$ cat src/bffa_pkg.sv
`timescale 1ns / 1ps

package bffa_pkg;

  // Pool geometry; BlockBytes must be a power of two of at least 2
  localparam int unsigned NumBlocks  = 256;
  localparam int unsigned BlockBytes = 4096;
  localparam int unsigned BlockShift = $clog2(BlockBytes);
  localparam int unsigned IdxW       = (NumBlocks > 1) ? $clog2(NumBlocks) : 1;
  localparam int unsigned RunW       = $clog2(NumBlocks + 1);

  // Field widths
  localparam int unsigned AddrW    = 48;
  localparam int unsigned SizeW    = 32;
  localparam int unsigned UsedW    = 21;
  localparam int unsigned StatusW  = 2;
  localparam int unsigned NeedW    = SizeW + 1 - BlockShift;
  localparam int unsigned CfgIdxW  = 8;
  localparam int unsigned CfgDataW = 48;

  // Register indexes
  localparam logic [CfgIdxW-1:0] CFG_BASE_ADDRESS = CfgIdxW'(0);
  localparam logic [CfgIdxW-1:0] CFG_TOTAL_SIZE   = CfgIdxW'(1);

  // Request codes
  localparam logic ACTION_ALLOC = 1'b0;
  localparam logic ACTION_FREE  = 1'b1;

  typedef enum logic [StatusW-1:0] {
    STATUS_OK        = 2'd0,
    STATUS_NO_FIT    = 2'd1,
    STATUS_NOT_FOUND = 2'd2
  } status_e;

  typedef enum logic [2:0] {
    ST_IDLE,
    ST_CHECK,
    ST_SCAN,
    ST_FREE_RD,
    ST_SWEEP,
    ST_REPORT
  } state_e;

  typedef struct packed {
    logic load_item;
    logic check;
    logic scan_step;
    logic free_read;
    logic sweep_step;
    logic load_out;
  } ctl_cmd_t;

  typedef struct packed {
    logic alloc;
    logic need_bad;
    logic free_hit;
    logic scan_found;
    logic scan_last;
    logic sweep_last;
  } dp_status_t;

endpackage

$ cat src/bffa_if.sv
`timescale 1ns / 1ps

interface bffa_in_if;
  logic                        valid;
  logic                        ready;
  logic                        action;
  logic [bffa_pkg::SizeW-1:0]  request_size;
  logic [bffa_pkg::AddrW-1:0]  address;

  modport source (output valid, output action, output request_size, output address,
                  input ready);
  modport sink   (input valid, input action, input request_size, input address,
                  output ready);
endinterface

interface bffa_out_if;
  logic                          valid;
  logic                          ready;
  logic [bffa_pkg::StatusW-1:0]  status;
  logic [bffa_pkg::AddrW-1:0]    result_address;
  logic [bffa_pkg::UsedW-1:0]    used_bytes;
  logic [bffa_pkg::SizeW-1:0]    free_bytes;

  modport source (output valid, output status, output result_address, output used_bytes,
                  output free_bytes, input ready);
  modport sink   (input valid, input status, input result_address, input used_bytes,
                  input free_bytes, output ready);
endinterface

$ cat src/bffa_dp.sv
`timescale 1ns / 1ps

module bffa_dp (
  input  logic                            clk_i,
  input  logic                            rst_ni,
  input  logic                            cfg_we_i,
  input  logic [bffa_pkg::CfgIdxW-1:0]    cfg_idx_i,
  input  logic [bffa_pkg::CfgDataW-1:0]   cfg_data_i,
  input  logic                            in_action_i,
  input  logic [bffa_pkg::SizeW-1:0]      in_size_i,
  input  logic [bffa_pkg::AddrW-1:0]      in_address_i,
  input  bffa_pkg::ctl_cmd_t              cmd_i,
  output bffa_pkg::dp_status_t            stat_o,
  output logic [bffa_pkg::StatusW-1:0]    out_status_o,
  output logic [bffa_pkg::AddrW-1:0]      out_address_o,
  output logic [bffa_pkg::UsedW-1:0]      out_used_o,
  output logic [bffa_pkg::SizeW-1:0]      out_free_o
);

  localparam int unsigned OffBlkW = bffa_pkg::AddrW - bffa_pkg::BlockShift;

  // Configuration and pool state
  logic [bffa_pkg::AddrW-1:0]     base_q;
  logic [bffa_pkg::SizeW-1:0]     total_q;
  logic [bffa_pkg::NumBlocks-1:0] map_q;
  logic [bffa_pkg::NumBlocks-1:0] run_valid_q;
  logic [bffa_pkg::UsedW-1:0]     used_q;
  logic [bffa_pkg::RunW-1:0]      run_len_mem [bffa_pkg::NumBlocks];
  logic [bffa_pkg::RunW-1:0]      rd_len_q;

  // Current item
  logic                           action_q;
  logic [bffa_pkg::RunW-1:0]      need_q;
  logic                           need_bad_q;
  logic [bffa_pkg::AddrW-1:0]     addr_q;
  logic [bffa_pkg::IdxW-1:0]      idx_q;
  logic [bffa_pkg::RunW-1:0]      run_q;
  logic [bffa_pkg::IdxW-1:0]      ptr_q;
  logic [bffa_pkg::RunW-1:0]      cnt_q;
  bffa_pkg::status_e              res_status_q;
  logic [bffa_pkg::AddrW-1:0]     res_addr_q;

  // Output word
  bffa_pkg::status_e              out_status_q;
  logic [bffa_pkg::AddrW-1:0]     out_addr_q;
  logic [bffa_pkg::UsedW-1:0]     out_used_q;
  logic [bffa_pkg::SizeW-1:0]     out_free_q;

  logic [bffa_pkg::SizeW:0]       size_round;
  logic [bffa_pkg::NeedW-1:0]     need_full;
  logic [bffa_pkg::AddrW-1:0]     off;
  logic [OffBlkW-1:0]             off_blk;
  logic [bffa_pkg::IdxW-1:0]      free_idx;
  logic                           free_hit;
  logic                           scan_free;
  logic [bffa_pkg::RunW-1:0]      run_inc;
  logic                           scan_found;
  logic [bffa_pkg::IdxW-1:0]      scan_start;
  logic                           sweep_set;
  logic [bffa_pkg::UsedW-1:0]     used_sub;
  logic [bffa_pkg::SizeW-1:0]     used_ext;
  logic [bffa_pkg::SizeW-1:0]     free_bytes;

  // Round the byte count up to whole blocks
  assign size_round = (bffa_pkg::SizeW+1)'(in_size_i)
                    + (bffa_pkg::SizeW+1)'(bffa_pkg::BlockBytes - 1);
  assign need_full  = size_round[bffa_pkg::SizeW:bffa_pkg::BlockShift];

  // A free hits only a live run start at an exact block offset from the base
  assign off      = addr_q - base_q;
  assign off_blk  = off[bffa_pkg::AddrW-1:bffa_pkg::BlockShift];
  assign free_idx = off_blk[bffa_pkg::IdxW-1:0];
  assign free_hit = (off[bffa_pkg::BlockShift-1:0] == '0)
                 && (off_blk < OffBlkW'(bffa_pkg::NumBlocks))
                 && run_valid_q[free_idx];

  // First-fit scan: count free blocks in a row, stop when the count reaches need
  assign scan_free  = !map_q[idx_q];
  assign run_inc    = run_q + bffa_pkg::RunW'(1);
  assign scan_found = scan_free && (run_inc == need_q);
  assign scan_start = bffa_pkg::IdxW'(bffa_pkg::RunW'(idx_q) + bffa_pkg::RunW'(1) - need_q);

  assign sweep_set  = (action_q == bffa_pkg::ACTION_ALLOC);
  assign used_sub   = (used_q >= bffa_pkg::UsedW'(bffa_pkg::BlockBytes))
                    ? used_q - bffa_pkg::UsedW'(bffa_pkg::BlockBytes) : '0;
  assign used_ext   = bffa_pkg::SizeW'(used_q);
  assign free_bytes = (total_q > used_ext) ? total_q - used_ext : '0;

  assign stat_o.alloc      = (action_q == bffa_pkg::ACTION_ALLOC);
  assign stat_o.need_bad   = need_bad_q;
  assign stat_o.free_hit   = free_hit;
  assign stat_o.scan_found = scan_found;
  assign stat_o.scan_last  = (idx_q == bffa_pkg::IdxW'(bffa_pkg::NumBlocks - 1));
  assign stat_o.sweep_last = (cnt_q == bffa_pkg::RunW'(1));

  always_ff @(posedge clk_i or negedge rst_ni) begin
    if (!rst_ni) begin
      base_q      <= '0;
      total_q     <= '0;
      map_q       <= '0;
      run_valid_q <= '0;
      used_q      <= '0;
    end else begin
      if (cfg_we_i) begin
        if (cfg_idx_i == bffa_pkg::CFG_BASE_ADDRESS) begin
          base_q <= cfg_data_i[bffa_pkg::AddrW-1:0];
        end else if (cfg_idx_i == bffa_pkg::CFG_TOTAL_SIZE) begin
          total_q <= cfg_data_i[bffa_pkg::SizeW-1:0];
        end
      end
      if (cmd_i.scan_step && scan_found) begin
        run_valid_q[scan_start] <= 1'b1;
        used_q <= used_q + (bffa_pkg::UsedW'(need_q) << bffa_pkg::BlockShift);
      end
      if (cmd_i.free_read) begin
        run_valid_q[ptr_q] <= 1'b0;
      end
      if (cmd_i.sweep_step) begin
        map_q[ptr_q] <= sweep_set;
        if (!sweep_set) begin
          used_q <= used_sub;
        end
      end
    end
  end

  // Run-length store; an entry is meaningful only while its valid bit is set
  always_ff @(posedge clk_i) begin
    if (cmd_i.scan_step && scan_found) begin
      run_len_mem[scan_start] <= need_q;
    end
    rd_len_q <= run_len_mem[free_idx];
  end

  always_ff @(posedge clk_i) begin
    if (cmd_i.load_item) begin
      action_q   <= in_action_i;
      need_q     <= bffa_pkg::RunW'(need_full);
      need_bad_q <= (need_full == '0) || (need_full > bffa_pkg::NeedW'(bffa_pkg::NumBlocks));
      addr_q     <= in_address_i;
    end
    if (cmd_i.check) begin
      idx_q      <= '0;
      run_q      <= '0;
      ptr_q      <= free_idx;
      res_addr_q <= '0;
      // an allocate presets failure; a found run overwrites it
      if (action_q == bffa_pkg::ACTION_ALLOC) begin
        res_status_q <= bffa_pkg::STATUS_NO_FIT;
      end else begin
        res_status_q <= free_hit ? bffa_pkg::STATUS_OK : bffa_pkg::STATUS_NOT_FOUND;
      end
    end
    if (cmd_i.scan_step) begin
      idx_q <= idx_q + bffa_pkg::IdxW'(1);
      run_q <= scan_free ? run_inc : '0;
      if (scan_found) begin
        ptr_q        <= scan_start;
        cnt_q        <= need_q;
        res_status_q <= bffa_pkg::STATUS_OK;
        res_addr_q   <= base_q + (bffa_pkg::AddrW'(scan_start) << bffa_pkg::BlockShift);
      end
    end
    if (cmd_i.free_read) begin
      cnt_q <= rd_len_q;
    end
    if (cmd_i.sweep_step) begin
      ptr_q <= ptr_q + bffa_pkg::IdxW'(1);
      cnt_q <= cnt_q - bffa_pkg::RunW'(1);
    end
    if (cmd_i.load_out) begin
      out_status_q <= res_status_q;
      out_addr_q   <= res_addr_q;
      out_used_q   <= used_q;
      out_free_q   <= free_bytes;
    end
  end

  assign out_status_o  = out_status_q;
  assign out_address_o = out_addr_q;
  assign out_used_o    = out_used_q;
  assign out_free_o    = out_free_q;

  // Byte count tracks the reservation map between items
  assert property (@(posedge clk_i) disable iff (!rst_ni)
    cmd_i.check |-> (32'(used_q) == (32'($countones(map_q)) << bffa_pkg::BlockShift)))
    else $error("used byte count out of step with reservation map");

  assert property (@(posedge clk_i) disable iff (!rst_ni)
    cmd_i.sweep_step |-> (cnt_q != '0))
    else $error("sweep ran past end of run");

  assert property (@(posedge clk_i) disable iff (!rst_ni)
    cmd_i.free_read |-> ((rd_len_q != '0)
      && (32'(ptr_q) + 32'(rd_len_q) <= 32'(bffa_pkg::NumBlocks))))
    else $error("live run record is empty or overruns the pool");

  assert property (@(posedge clk_i) disable iff (!rst_ni)
    (cmd_i.scan_step && scan_found) |-> !run_valid_q[scan_start])
    else $error("new run starts on a live run");

endmodule

$ cat src/bffa_ctrl.sv
`timescale 1ns / 1ps

module bffa_ctrl (
  input  logic                  clk_i,
  input  logic                  rst_ni,
  input  logic                  in_valid_i,
  output logic                  in_ready_o,
  output logic                  out_valid_o,
  input  logic                  out_ready_i,
  input  bffa_pkg::dp_status_t  stat_i,
  output bffa_pkg::ctl_cmd_t    cmd_o
);

  bffa_pkg::state_e state_q, state_d;
  logic             out_valid_q, out_valid_d;
  logic             out_free;

  assign out_free = !out_valid_q || out_ready_i;

  always_comb begin
    state_d = state_q;
    unique case (state_q)
      bffa_pkg::ST_IDLE: begin
        if (in_valid_i) state_d = bffa_pkg::ST_CHECK;
      end
      bffa_pkg::ST_CHECK: begin
        if (stat_i.alloc) begin
          state_d = stat_i.need_bad ? bffa_pkg::ST_REPORT : bffa_pkg::ST_SCAN;
        end else begin
          state_d = stat_i.free_hit ? bffa_pkg::ST_FREE_RD : bffa_pkg::ST_REPORT;
        end
      end
      bffa_pkg::ST_SCAN: begin
        priority if (stat_i.scan_found) begin
          state_d = bffa_pkg::ST_SWEEP;
        end else if (stat_i.scan_last) begin
          state_d = bffa_pkg::ST_REPORT;
        end
      end
      bffa_pkg::ST_FREE_RD: begin
        state_d = bffa_pkg::ST_SWEEP;
      end
      bffa_pkg::ST_SWEEP: begin
        if (stat_i.sweep_last) state_d = bffa_pkg::ST_REPORT;
      end
      bffa_pkg::ST_REPORT: begin
        if (out_free) state_d = bffa_pkg::ST_IDLE;
      end
      default: state_d = bffa_pkg::ST_IDLE;
    endcase
  end

  always_comb begin
    cmd_o            = '0;
    in_ready_o       = 1'b0;
    unique case (state_q)
      bffa_pkg::ST_IDLE: begin
        in_ready_o      = 1'b1;
        cmd_o.load_item = in_valid_i;
      end
      bffa_pkg::ST_CHECK:   cmd_o.check      = 1'b1;
      bffa_pkg::ST_SCAN:    cmd_o.scan_step  = 1'b1;
      bffa_pkg::ST_FREE_RD: cmd_o.free_read  = 1'b1;
      bffa_pkg::ST_SWEEP:   cmd_o.sweep_step = 1'b1;
      bffa_pkg::ST_REPORT:  cmd_o.load_out   = out_free;
      default: ;
    endcase
  end

  always_comb begin
    out_valid_d = out_valid_q;
    if (out_valid_q && out_ready_i) out_valid_d = 1'b0;
    if (cmd_o.load_out) out_valid_d = 1'b1;
  end

  always_ff @(posedge clk_i or negedge rst_ni) begin
    if (!rst_ni) begin
      state_q     <= bffa_pkg::ST_IDLE;
      out_valid_q <= 1'b0;
    end else begin
      state_q     <= state_d;
      out_valid_q <= out_valid_d;
    end
  end

  assign out_valid_o = out_valid_q;

endmodule

$ cat src/bitmap_first_fit_block_allocator_top.sv
`timescale 1ns / 1ps
// An allocate is checked, scanned from block 0 to the end of the first fitting run and
//   swept over that run; a failed one scans the whole map, a zero or oversize one goes
//   straight to the report; a free reads its run record, then sweeps or reports a miss.
// Throughput: one word at a time, set by the one-block-per-cycle bitmap scan and sweep.
// Reset (async, active low) frees every block, clears run records and counts at once.
module bitmap_first_fit_block_allocator_top (
  input  logic                           clk_i,
  input  logic                           rst_ni,
  input  logic                           cfg_we_i,
  input  logic [bffa_pkg::CfgIdxW-1:0]   cfg_idx_i,
  input  logic [bffa_pkg::CfgDataW-1:0]  cfg_data_i,
  bffa_in_if.sink                        in_i,
  bffa_out_if.source                     out_o
);

  bffa_pkg::ctl_cmd_t   cmd;
  bffa_pkg::dp_status_t stat;

  // Controller: sequences check, scan, run-record read, block sweep and report.
  // Take a new word only when idle; the output register holds the last result
  // while the next word is already being worked on.
  bffa_ctrl u_ctrl (
    .clk_i       (clk_i),
    .rst_ni      (rst_ni),
    .in_valid_i  (in_i.valid),
    .in_ready_o  (in_i.ready),
    .out_valid_o (out_o.valid),
    .out_ready_i (out_o.ready),
    .stat_i      (stat),
    .cmd_o       (cmd)
  );

  // Datapath: reservation bitmap, live-run bits, run-length store, byte counters,
  // configuration registers and the output register.
  bffa_dp u_dp (
    .clk_i         (clk_i),
    .rst_ni        (rst_ni),
    .cfg_we_i      (cfg_we_i),
    .cfg_idx_i     (cfg_idx_i),
    .cfg_data_i    (cfg_data_i),
    .in_action_i   (in_i.action),
    .in_size_i     (in_i.request_size),
    .in_address_i  (in_i.address),
    .cmd_i         (cmd),
    .stat_o        (stat),
    .out_status_o  (out_o.status),
    .out_address_o (out_o.result_address),
    .out_used_o    (out_o.used_bytes),
    .out_free_o    (out_o.free_bytes)
  );

endmodule

$ cat src/flat_wrapper.sv
// flat-port wrapper written by rule: the top's interface ports become plain ports
module bitmap_first_fit_block_allocator_top_flat 
  (clk_i, rst_ni, cfg_we_i, cfg_idx_i, cfg_data_i, in_i_valid, in_i_action, in_i_request_size, in_i_address, in_i_ready, out_o_valid, out_o_status, out_o_result_address, out_o_used_bytes, out_o_free_bytes, out_o_ready);
  bffa_in_if in_i_i ();
  bffa_out_if out_o_i ();
  input  logic clk_i;
  input  logic rst_ni;
  input  logic cfg_we_i;
  input  logic [bffa_pkg::CfgIdxW-1:0] cfg_idx_i;
  input  logic [bffa_pkg::CfgDataW-1:0] cfg_data_i;
  input wire logic [$bits(in_i_i.valid)-1:0] in_i_valid;
  input wire logic [$bits(in_i_i.action)-1:0] in_i_action;
  input wire logic [$bits(in_i_i.request_size)-1:0] in_i_request_size;
  input wire logic [$bits(in_i_i.address)-1:0] in_i_address;
  output wire logic [$bits(in_i_i.ready)-1:0] in_i_ready;
  output wire logic [$bits(out_o_i.valid)-1:0] out_o_valid;
  output wire logic [$bits(out_o_i.status)-1:0] out_o_status;
  output wire logic [$bits(out_o_i.result_address)-1:0] out_o_result_address;
  output wire logic [$bits(out_o_i.used_bytes)-1:0] out_o_used_bytes;
  output wire logic [$bits(out_o_i.free_bytes)-1:0] out_o_free_bytes;
  input wire logic [$bits(out_o_i.ready)-1:0] out_o_ready;
  assign in_i_i.valid = in_i_valid;
  assign in_i_i.action = in_i_action;
  assign in_i_i.request_size = in_i_request_size;
  assign in_i_i.address = in_i_address;
  assign in_i_ready = in_i_i.ready;
  assign out_o_valid = out_o_i.valid;
  assign out_o_status = out_o_i.status;
  assign out_o_result_address = out_o_i.result_address;
  assign out_o_used_bytes = out_o_i.used_bytes;
  assign out_o_free_bytes = out_o_i.free_bytes;
  assign out_o_i.ready = out_o_ready;
  bitmap_first_fit_block_allocator_top u_core (.clk_i(clk_i), .rst_ni(rst_ni), .cfg_we_i(cfg_we_i), .cfg_idx_i(cfg_idx_i), .cfg_data_i(cfg_data_i), .in_i(in_i_i), .out_o(out_o_i));
endmodule
$ cat config.mk
export PLATFORM = sky130hd
export DESIGN_NAME = bitmap_first_fit_block_allocator_top_flat
export DESIGN_NICKNAME = d
export VERILOG_FILES = /design/src/bffa_pkg.sv /design/src/bffa_if.sv /design/src/bffa_dp.sv /design/src/bffa_ctrl.sv /design/src/bitmap_first_fit_block_allocator_top.sv /design/src/flat_wrapper.sv
export SDC_FILE = /design/constraint.sdc
export NUM_CORES = 2
export LEC_CHECK = 0
export BUFFER_PORTS_ARGS = -buffer_cell sky130_fd_sc_hd__buf_4
export CAP_MARGIN = 20
export CORE_UTILIZATION = 45
export DETAILED_ROUTE_END_ITERATION = 10
export HOLD_SLACK_MARGIN = 0.15
export PLACE_DENSITY = 0.74
export SETUP_SLACK_MARGIN = 0.3
export SKIP_CTS_REPAIR_TIMING = 1
export SLEW_MARGIN = 20
export SYNTH_ARGS = -nofsm -noshare
export SYNTH_HDL_FRONTEND = slang
export SYNTH_SLANG_ARGS = --single-unit
export TNS_END_PERCENT = 100
$ cat constraint.sdc
create_clock -name clk_i -period 6.7 [get_ports clk_i]
set_input_delay 0.335 -clock clk_i [delete_from_list [all_inputs] [get_ports clk_i]]
set_output_delay 0.335 -clock clk_i [all_outputs]
set_load 0.005 [all_outputs]
# ---- Word level (Yosys, flattened, before mapping)
# Memories as Yosys holds them, arrays and structs flattened. A register that Yosys moved wholly into a read port is not among the register bits.
# Cells that the tools add are included.
dict set report word_totals {
  inputBits 142
  regBits 863
  ramBits 2304
  out_inout_bits 105
  n_memories 1
  elab_cells 141
}
# name words word_bits read_ports rd_ports_with_merged_regs write_ports line_no
set memory_table {}
lappend memory_table {u_core.u_dp.run_len_mem 256 9 1 1 1 bffa_dp.sv:28} ;# logic [bffa_pkg::RunW-1:0] run_len_mem [bffa_pkg::NumBlocks];
dict set report classes {
  muxes 56
  n_reduce_logical 23
  addsub 12
  n_eq_ne 13
  bitwise 5
  n_lt_le_gt_ge 10
}
# op count
set ops {}
lappend ops {{2-to-1 mux 256 bit} 2}
lappend ops {{bitwise AND 256 bit} 1}
lappend ops {{bitwise mux 256 bit} 1}
lappend ops {{NOT 256 bit} 1}
lappend ops {{OR 256 bit} 1}
lappend ops {{2-to-1 mux 48 bit} 3}
lappend ops {{2-to-1 mux 21 bit} 4}
lappend ops {{2-to-1 mux 9 bit} 7}
lappend ops {{adder 48 x 20 -> 48 bit} 1}
lappend ops {{2-to-1 mux 8 bit} 6}
lappend ops {{subtractor 48 bit} 1}
lappend ops {{less-than comparator 36 x 9 -> 1 bit, second input constant} 1}
lappend ops {{less-than comparator 8 x 9 -> 1 bit, second input constant} 4}
lappend ops {{adder 32 x 12 -> 33 bit, second input constant} 1}
lappend ops {{> comparator 32 x 21 -> 1 bit} 1}
lappend ops {{subtractor 32 x 21 -> 32 bit} 1}
lappend ops {{adder 8 x 1 -> 8 bit, second input constant} 3}
lappend ops {{2-to-1 mux 3 bit} 8}
lappend ops {{adder 21 bit} 1}
lappend ops {{>= comparator 21 x 13 -> 1 bit, second input constant} 1}
lappend ops {{> comparator 21 x 9 -> 1 bit, second input constant} 1}
lappend ops {{zero test 21 bit} 1}
lappend ops {{subtractor 21 x 13 -> 21 bit, second input constant} 1}
lappend ops {{one-hot mux 3 bit (6 select lines)} 1}
lappend ops {{other kinds (30)} 66}

# ---- Longest topological paths before layout
dict set report depth {
  depth_word 10
  depth_mapped 24
}

# ---- Modules after synthesis
# Synthesis repeated with hierarchy kept, for this count alone.
dict set report unflattened {
  hier_cells 8347
  area_unflattened_um2 131459.8
}
# module n_inst seq_area_each_um2 area_each_um2 cells_per_inst
set modules_own_cells {}
lappend modules_own_cells {bffa_dp 1 90852.1 131172.1 8315}
lappend modules_own_cells {bffa_ctrl 1 100.1 287.8 32}

# ---- Least setup slack after synthesis
# OpenSTA, ideal clock, no wires.
dict set report synth_timing {
  path_type {register -> register}
  start {register u_core.u_dp.need_q[1] (netlist name)}
  end {register u_core.u_dp.res_addr_q[42] (netlist name)}
  period_less_slack_ns 7.330
  arrival_ns 7.202
  path_slack_ns -0.630
  setup_ns 0.128
  path_stages_with_launch 21
  required_time_ns 6.572
  cell_sequence {edfxtp_1 -> ha_1 -> inv_1 -> ha_1 -> fa_1 -> a21oi_1 -> nor2_1 -> nor2_1 -> o21bai_1 -> a21oi_1 -> xor2_1 -> inv_1 -> ha_1 -> a21oi_1 -> or2_2 -> clkbuf_1 -> nor3_1 -> nand3_1 -> nor4_1 -> xnor2_1 -> o21ai_0}
}
dict set report synth_via {
  elab_chain_len 4
}
# element line_no
set synth_rtl {}
lappend synth_rtl {{from (decl)} bffa_dp.sv:33} ;# logic [bffa_pkg::RunW-1:0] need_q;
lappend synth_rtl {{from (signal assigned)} bffa_dp.sv:138} ;# need_q <= bffa_pkg::RunW'(need_full);
lappend synth_rtl {{subtractor 8 bit or == test 9 bit (tied branches)} {bffa_dp.sv:81, bffa_dp.sv:80}}
lappend synth_rtl {{adder 48 x 20 -> 48 bit or logical AND 1 bit (tied branches)} {bffa_dp.sv:161, bffa_dp.sv:80}}
lappend synth_rtl {{2-to-1 mux 48 bit *} bffa_dp.sv:157} ;# if (scan_found) begin
lappend synth_rtl {{2-to-1 mux 48 bit *} bffa_dp.sv:154} ;# if (cmd_i.scan_step) begin
lappend synth_rtl {{to (signal assigned)} bffa_dp.sv:161} ;# res_addr_q <= base_q + (bffa_pkg::AddrW'(scan_start) << bffa_pkg::BlockShift);
lappend synth_rtl {{to (decl)} bffa_dp.sv:41} ;# logic [bffa_pkg::AddrW-1:0] res_addr_q;
# Mark *: on every way between the ends. The rest lies on a longest branch, timed or not.
# A chain may end at the register's enable or synchronous reset.

# ---- Worst setup path in the final report
dict set report layout_timing {
  start {register u_core.u_dp.addr_q[7] (netlist name)}
  end {register u_core.u_dp.rd_len_q[4] (netlist name), read port of u_core.u_dp.run_len_mem}
}
dict set report layout_via {
  elab_chain_len 1
}
# element line_no
set layout_rtl {}
lappend layout_rtl {{from (decl)} bffa_dp.sv:35} ;# logic [bffa_pkg::AddrW-1:0] addr_q;
lappend layout_rtl {{from (signal assigned)} bffa_dp.sv:140} ;# addr_q <= in_address_i;
lappend layout_rtl {{subtractor 48 bit} bffa_dp.sv:70} ;# assign off = addr_q - base_q;
lappend layout_rtl {{to (decl)} bffa_dp.sv:29} ;# logic [bffa_pkg::RunW-1:0] rd_len_q;
# No other way between the ends.

==> results.ini <==
[worst_setup_path]
r2r_start=u_core.u_dp.addr_q[7]$_DFFE_PP_
cp.required_ps=7540
worst-path-max-fanout=34
reg2regPathDepth=19
cp_data_arrival_time_ps=7250
r2r_setup_slack_ps=290
cp-startpoint=u_core.u_dp.addr_q[7]$_DFFE_PP_
timing.rr.end=u_core.u_dp.rd_len_q[4]$_DFF_P_
path_class=register to register
end_kind=register
critPathLaunchType=register

[clocking]
clk_latency_ps=990
clock-sinks=3152
cts_tree=built
cts-root-buf=clkbuf_16
cts_buffers=333
max-clock-path-buffers=4
cts.clk_slew.worst_paths_ps=60
htreeDepth=5

[floorplan]
die-area_um2=302000
start_util=0.453
rows=200
die_width_um=549
coreArea_um2=297000
io_pins=247
die_h_um=549

[global_routing]
grt_usage=0.271
grt_pass1_vias=92600
grt.overflow.total=0
grt_pass1_wl_um=612000
grt_max_degree=257
antenna_found_initial=19

[cells_and_area]
final_net_count=11800
instances_no_fill=15700
drive_gt1_frac=0.123
syn2layout_area_growth_pct=15.5
final_area_um2=156000

[detailed_routing]
drt-met1-wl_um=157000
met2WireLength_um=191000
drt_wl_total_um=426000
highest_layer=met5
vias=99500
drt_first_pass_iters=8
postRouteAntennaNets=0
met3_wirelength_um=52500
wire_per_inst_um=27.1
drc=0
vias_per_cell=6.32
drt_first_iter_violations=15300

[synthesis]
async_reset_ff_frac=0.192
yosysSeqAreaShare=0.675
synthCells=11200
yosysWarnings=0
synth.area.mux_share=0.0198
syn_area_um2=135000
ys_types=84
synth_top_family_by_area=simple AND/OR/NAND/NOR gates
synthSimpleGateAreaFrac=0.144
avgSynthCellArea_um2=12.1
synth-adder-area-share=0.00945
synth-xor-area-share=0.00877
synthFlopType=edfxtp_1
synth-edff-count=2480
ys_ff_latch=3152
synth_compound_area_frac=0.114

[outcome]
status=finished, final reports clean

[place]
placed_area_um2=143000
dp_cells=15000
numPortBuffers=234
place_hpwl_um=258000
place.gp.congestion=0.962

[power_and_ir_drop]
power_density_nw_per_um2=345
irDropWorstVdd_mv=0.269
leakagePower_uw=0.0569

[sta]
maxSlewHeadroom=0.154
holdWs_ps=140
setup_viol=0
fin_crit_sh=0.956
tns_ps=0
fin_skew_ps=88.3
clock.fmax_ghz=0.156
rsz0062_at_grt=no
drv_slew=0
hold_viol=0
worst_pin_slew_ps=1260
period_minus_slack_ps=6410

[hold_path]
hold_class=input pin to register
holdPathStages=4
hold-path-endpoint=u_core.u_dp.base_q[41]$_DFFE_PN0P_
min_from=cfg_data_i[41]

[run]
max-cap-violations=0

## power by group
group          leakage, uW  internal (uW)  switching [uW]
clock              0.00517          10600            7580
sequential          0.0311          22400             526
combinational       0.0207           3600            9100
total               0.0569          36600           17200
## sequential cells by signal (all words and copies together), names as in the netlist, 9 cells and up
| name | count |
|---|---|
| u_core.u_dp.run_valid_q | 256 |
| u_core.u_dp.out_used_o | 9 |
| u_core.u_dp.need_q | 9 |
| u_core.u_dp.run_len_mem | 2304 |
| u_core.u_dp.cnt_q | 9 |
| u_core.u_dp.out_free_o | 32 |
| u_core.u_dp.map_q | 256 |
| u_core.u_dp.out_address_o | 48 |
| u_core.u_dp.used_q | 9 |
| u_core.u_dp.addr_q | 48 |
| u_core.u_dp.total_q | 32 |
| u_core.u_dp.res_addr_q | 48 |
| u_core.u_dp.run_q | 9 |
| u_core.u_dp.base_q | 48 |
| u_core.u_dp.rd_len_q | 9 |
## per-stage QoR
step,util,setup slack [ps],power (uW)
global placement,0.481,214,35200
global route,0.524,346,55100
detailed placement,0.481,190,35400
floorplan,-,-433,30400
CTS,0.517,118,53200
finish,0.524,293,53800
## area by class of cell
type                       instances  area, um^2
multi-input combinational       7027       40500
timing repair buffer             910        8230
tap                             3939        4930
fill                           24200      142000
clock buffer                     425        9050
sequential                      3152       91000
clock inverter                   160        1520
inverter                         109         409
antenna                           11        27.5
## cells by family (layout without fill, tap and decap cells)
| group | count (synthesis) | count (layout) |
|---|---|---|
| other | 2 | 25 |
| adders and majority gates | 100 | 100 |
| xor gates and xnor gates | 135 | 135 |
| DFF | 3152 | 3152 |
| AOI/OAI and AO/OA | 2155 | 2156 |
| buffers and inverters | 997 | 1604 |
| and+or+nand+nor | 4479 | 4479 |
| muxes | 143 | 143 |
## cells in the mapped netlist, types with 14 or more instances
library cell,instances,share of area
xor2_1,38,0.0025
mux4_2,95,0.016
buf_4,15,0.00084
o21ai_0,429,0.016
a221o_1,22,0.0016
o22ai_1,14,0.00065
buf_2,91,0.0034
nor4_1,29,0.0013
a311oi_1,435,0.028
and3_1,349,0.016
a21o_1,33,0.0018
o22a_1,224,0.015
a21oi_1,248,0.0092
nor3_1,94,0.0035
nor2_1,422,0.012
xnor2_1,97,0.0063
nor2b_1,29,0.0013
a31oi_1,122,0.0057
o21bai_1,14,0.00078
ha_1,97,0.0090
buf_1,157,0.0044
mux2_2,36,0.0030
nand4_1,34,0.0016
nand3_1,882,0.033
a211oi_1,161,0.0090
edfxtp_1,2480,0.55
dfxtp_1,67,0.010
a221oi_1,27,0.0018
nand2b_1,14,0.00065
and2_1,18,0.00084
nand2_1,2567,0.071
o31ai_1,272,0.015
clkbuf_1,624,0.017
inv_1,108,0.0030
dfrtp_1,605,0.11
a211o_1,17,0.0011
o211ai_1,26,0.0014
## worst max-delay path, stage by stage (launching register included)
cell	delay (ps)
edfxtp_1	370
ha_1	470
a21o_1	230
buf_4	270
a211o_1	400
nand2_1	330
a21oi_1	770
nor2_4	210
buf_12	240
buf_12	170
buf_12	200
buf_4	220
nand2_1	80
and3_1	170
a311oi_1	70
a311oi_1	840
a311oi_1	90
a21oi_1	480
a21oi_1	160
a221o_1	390
## worst max path at each step
stage          cells after the start                                        end
6_report                          19            u_core.u_dp.rd_len_q[4]$_DFF_P_
3_5_place_dp                      12  u_core.u_dp.run_len_mem[158][5]$_DFFE_PP_
3_3_place_gp                      12  u_core.u_dp.run_len_mem[158][5]$_DFFE_PP_
5_1_grt                           12  u_core.u_dp.run_len_mem[158][8]$_DFFE_PP_
2_1_floorplan                     20         u_core.u_dp.res_addr_q[42]$_DFF_P_
4_1_cts                           12  u_core.u_dp.run_len_mem[158][8]$_DFFE_PP_
## cells in the final DEF (no fill, tap or decap), drive strengths merged, types with 224 or more instances in the layout
cell type and n:
a21oi 248, a311oi 435, and3 350, buf 730
clkbuf 425, dfrtp 605, edfxtp 2480, nand2 2567
nand3 882, nor2 422, o21ai 432, o22a 224
o31ai 272
## per-layer routing
| layer | up-vias | track usage |
|---|---|---|
| met5 | - | 0 |
| met4 | 14 | 0.134 |
| met3 | 1410 | 0.0669 |
| met2 | 6800 | 0.414 |
| met1 | 48900 | 0.363 |
| li1 | 42400 | - |
(Power assumes the default switching activity.)
